**src/hdl/cal_pkg.sv**
```systemverilog
// Shared constants, command codes and cell control types for the cursor list.
package cal_pkg;

    localparam int MAX_ENTRIES = 64;
    localparam int IDX_W       = $clog2(MAX_ENTRIES);
    localparam int CNT_W       = $clog2(MAX_ENTRIES + 1);
    localparam int DATA_W      = 32;
    localparam int CMD_W       = 4;

    typedef enum logic [CMD_W-1:0] {
        CMD_BEGIN         = 4'd0,
        CMD_END           = 4'd1,
        CMD_NEXT          = 4'd2,
        CMD_PRIOR         = 4'd3,
        CMD_INSERT_AFTER  = 4'd4,
        CMD_INSERT_BEFORE = 4'd5,
        CMD_REMOVE        = 4'd6,
        CMD_REPLACE       = 4'd7,
        CMD_READ          = 4'd8,
        CMD_CLEAR         = 4'd9
    } cmd_t;

    typedef enum logic [1:0] {
        CELL_HOLD   = 2'd0,
        CELL_INSERT = 2'd1,
        CELL_REMOVE = 2'd2,
        CELL_WRITE  = 2'd3
    } cell_op_t;

    typedef struct packed {
        cell_op_t              op;
        logic [IDX_W-1:0]      at;
        logic [DATA_W-1:0]     value;
    } cell_ctl_t;

endpackage

```
**src/hdl/cal_cell.sv**
```systemverilog
// One list cell: holds a word, takes a neighbour's on a shift, or loads the given value.
module cal_cell (
    input  logic                          clk,
    input  cal_pkg::cell_ctl_t            ctl,
    input  logic [cal_pkg::IDX_W-1:0]     index,
    input  logic [cal_pkg::DATA_W-1:0]    left_data,
    input  logic [cal_pkg::DATA_W-1:0]    right_data,
    output logic [cal_pkg::DATA_W-1:0]    data
);
    import cal_pkg::*;

    logic [DATA_W-1:0] data_reg;
    logic [DATA_W-1:0] data_next;

    always_comb
    begin
        data_next = data_reg;
        case (ctl.op)
            CELL_INSERT:
            begin
                // Cells beyond the insertion point move one place towards the end.
                if (index > ctl.at)
                begin
                    data_next = left_data;
                end
                else if (index == ctl.at)
                begin
                    data_next = ctl.value;
                end
            end
            CELL_REMOVE:
            begin
                if (index >= ctl.at)
                begin
                    data_next = right_data;
                end
            end
            CELL_WRITE:
            begin
                if (index == ctl.at)
                begin
                    data_next = ctl.value;
                end
            end
            default:
            begin
                data_next = data_reg;
            end
        endcase
    end

    always_ff @(posedge clk)
    begin
        data_reg <= data_next;
    end

    assign data = data_reg;

endmodule

```
**config.mk**
```make
export PLATFORM = sky130hd
export DESIGN_NAME = cal_cell
export DESIGN_NICKNAME = d
export VERILOG_FILES = /design/src/hdl/cal_pkg.sv /design/src/hdl/cal_cell.sv
export SDC_FILE = /design/constraint.sdc
export NUM_CORES = 1
export LEC_CHECK = 0
export ABC_AREA = 1
export BUFFER_PORTS_ARGS = -buffer_cell sky130_fd_sc_hd__buf_2
export CORE_ASPECT_RATIO = 0.6
export CORE_MARGIN = 5
export CORE_UTILIZATION = 41
export CTS_CLUSTER_DIAMETER = 30
export DETAILED_ROUTE_END_ITERATION = 10
export PLACE_DENSITY = 0.76
export SLEW_MARGIN = 10
export SYNTH_ARGS = -nofsm -noshare
export SYNTH_HDL_FRONTEND = slang
export SYNTH_SLANG_ARGS = --single-unit
```
**constraint.sdc**
```tcl
create_clock -name clk -period 11.06 [get_ports clk]
set_input_delay 2.212 -clock clk [delete_from_list [all_inputs] [get_ports clk]]
set_output_delay 2.212 -clock clk [all_outputs]
set_load 0.05 [all_outputs]
```
==> results.md <==
- Post-route cell area: between 3000 and 4000 um^2
- Avg WL per Cell: 12.6 um
- Slew Viols, Final: 0
- Final core utilization: 0.547
- DRC: 0
- CP max FO: 33
- Clock power frac: 0.229
- Syn Nets: 496
- Clk root buf: clkbuf_8
- Setup repair bufs after CTS: 0
- CP Launch Type: input port
- Reg-to-reg endpoint: data[30]$_DFFE_PP_
- Post-DP HPWL: roughly 5500 um
- FILL cells: 635
- Post-CTS resize count: 0
- Sequential Power Share: 0.372
- Mapped Cells: roughly 380
- Drt total wl: about 7500 um
- Register area share after synthesis: 0.380
- Hold path startpoint: data[10]$_DFFE_PP_
- Register Area: around 960 um^2
- Die Y: just over 70 um
- Initial core utilization: 0.418
- HP Class: reg -> reg
- YS warnings: 0
- Setup ws final: ~6.2 ns
- RePlAce Congestion: approximately 0.8
- Core ar.: 6060 um^2
- Grt ovf: 0
- Clock transition at path regs: ~0.060 ns
- Sink Count: 32
- Yosys reg bits: 32
- Sw Pwr: between 150 and 200 uW
- Number of antenna diodes: 0
- Vias in the first global route: about 2,500
- MaxCap Viol Count: 0
- Proportion of layout cells with a drive suffix above 1: 0.312
- Min-Delay Path Depth: 4
- Antenna-violating nets left: 0
- Cts bufs inserted: 5
- P_int: ~280 uW
- Max Freq: a little over 0.2 GHz
- Synth area leaders: edfxtp_1, nand2_1, nand3_1, inv_1, buf_6
- CTS tree: built
- Comb power frac: 0.400
- Crit path max-delay family: simple AND/OR/NAND/NOR gates
- Std-Cell Rows: 22
- Slowest stage delay, CP: approximately 0.72 ns
- Ports: 143
- Initial antenna violation count: 0
- Area share of and/or/nand/nor cells after synthesis: 0.447
- Clock Path Buffers: 2
- IO buf count: ~140
- Placed insts: between 500 and 600
- Reg2Reg Depth: 4
- Main combinational cell family by area after synthesis: simple AND/OR/NAND/NOR gates
- Layout Area Growth over Synthesis: 30.9%
- Crit path required time: about 11 ns
- Post-Synth XOR/XNOR Area: 0
- Worst relative slew slack: 0.314
- Adder-Cell Fraction of Synth Area: 0.0297
- Cell area power density: approximately 140 nW/um^2
- Fin. Hold Viols: 0
- WS Path Type: in -> reg
- Crit end category: register
- Area fraction in compound gates after synthesis: 0.0114
- Die Area: 7890 um^2
- Non-filler cells, final: about 600
- CP max-delay cell: o21bai_4
- Die W: around 110 um
- Cell Area, Synth: 2530 um^2
- DR pass1 iterations: 5
- Crit path top cell by count: nand2_2
- Cell leakage power: 0.00194 uW
- Final Cycle Share: 0.435
- Post-route minimum period: 4.81 ns
- Area of the multi-input gates: roughly 1200 um^2
- Sw Share: 0.390
- Final setup fails: 0
- RSZ-0062 raised after global routing: false
- Clock Latency Late Sink: around 0.27 ns
- Flop-to-flop setup slack: slightly above 10 ns
- Skew final: 0 ns
- NumNets Final: about 630
- Worst Path Buf+Inv: 3
- Maximum VDD drop: between 0.05 and 0.06 mV
- DR vias/cell: 4.67
- First-pass GRT wire length: 11,800 um
- Top cell type's share of synthesized area: 0.380
- Library cells used by synthesis: 19
- Largest net degree at the start of global routing: 35
- Worst-path cell chain: buf_2, inv_1, ha_1, nand2_2, nor2_4, nand2_2, clkinv_2, nor2_1, o21bai_4
- H-tree depth: 2
- Place WS: 5.93 ns
- Tot GR Track Use: 0.180
- Setup TNS: 0 ns
- Initial DRC count: between 150 and 200
- Via Count: approximately 2,800
- Avg Cell Area, Syn: between 6 and 7 um^2
- Worst flop-to-flop path startpoint: data[30]$_DFFE_PP_
- Leading area contributor after synthesis: edfxtp_1
- Outcome: complete, no violations
- Worst Path Arrival: between 4 and 5 ns
- Post-synthesis mux area share: 0
- Max reg flops: 32
- Area of placed instances: about 3200 um^2
- Worst Tran Pin Value: 1.03 ns
- CTS Hold Buffers Added: 0
- Worst Hold End: data[10]$_DFFE_PP_
-- routing by layer --
metal | GRT usage | routed length, um
met1 | 0.235 | 3370
met3 | 0.0650 | 876
met5 | 0 | 0
met2 | 0.297 | 3180
met4 | 0.0243 | 27
-- kinds of logic (layout without fill, tap and decap cells) --
family | count (synthesis) | in the layout
simple gates | 271 | 271
buf+inv | 67 | 197
flops | 32 | 32
fa+ha+maj | 6 | 6
compound gates | 3 | 3
-- area by class of cell --
cell class	count	share of cell area
repair buffers	143	0.217
inverters	46	0.0525
clock buffers	5	0.0208
multi-input cells	280	0.376
clock inverters	3	0.0113
well taps	84	0.0317
flip-flops and latches	32	0.290
-- through the flow --
stage	power (uW)	hold slack, ns
finish	457	0.675
floorplan	307	0.988
detailed placement	355	0.658
global placement	351	0.656
CTS	460	0.679
global route	484	0.711
-- cells in the mapped netlist, drive strengths merged --
library cell,instances
a21oi,2
buf,20
clkbuf,1
clkinv,1
edfxtp,32
ha,6
inv,45
nand2,203
nand3,65
nor2,3
o21bai,1
-- worst max-delay path by stage --
| stage | from | to | slack (ns) | depth (start not counted) |
|---|---|---|---|---|
| floorplan | ctl[37] | data[0]$_DFFE_PP_ | 5.99 | 9 |
| global placement | ctl[37] | data[28]$_DFFE_PP_ | 6.06 | 9 |
| detailed placement | ctl[37] | data[31]$_DFFE_PP_ | 5.93 | 9 |
| CTS | ctl[37] | data[22]$_DFFE_PP_ | 6.20 | 9 |
| global route | ctl[37] | data[18]$_DFFE_PP_ | 6.02 | 9 |
| finish | ctl[37] | data[21]$_DFFE_PP_ | 6.25 | 9 |
-- worst reg2reg max path: stages, from the launching register on --
cell,delay [ns]
edfxtp_1,0.40
nand2_1,0.08
nand2_1,0.07
nand3_1,0.08
nand2_1,0.09
-- layout by cell type, fill, tap and decap left out --
| master | Yosys | routed |
|---|---|---|
| edfxtp_1 | 32 | 32 |
| nor2_4 | 1 | 1 |
| nand2_2 | 4 | 4 |
| nor2_1 | 1 | 1 |
| clkinv_1 | 0 | 2 |
| buf_2 | 7 | 142 |
| o21bai_4 | 0 | 1 |
| nand3_1 | 64 | 64 |
| nand3_4 | 1 | 1 |
| clkinv_2 | 1 | 1 |
| buf_4 | 1 | 1 |
| a21oi_4 | 1 | 1 |
| clkbuf_8 | 0 | 5 |
| nor2_2 | 1 | 1 |
| ha_1 | 6 | 6 |
| bufinv_16 | 0 | 1 |
| nand2_1 | 199 | 199 |
| inv_1 | 45 | 45 |
| a21oi_1 | 1 | 1 |
-- power by group through the flow --
stage / logic [uW] / clock network [uW] / registers (uW)
2_1_floorplan: 69.5 / 0 / 237
3_3_place_gp: 180 / 0 / 171
3_5_place_dp: 183 / 0 / 172
4_1_cts: 184 / 107 / 170
5_1_grt: 198 / 114 / 172
6_report: 183 / 104 / 170
Note: power is estimated with default switching activity, not from simulation.
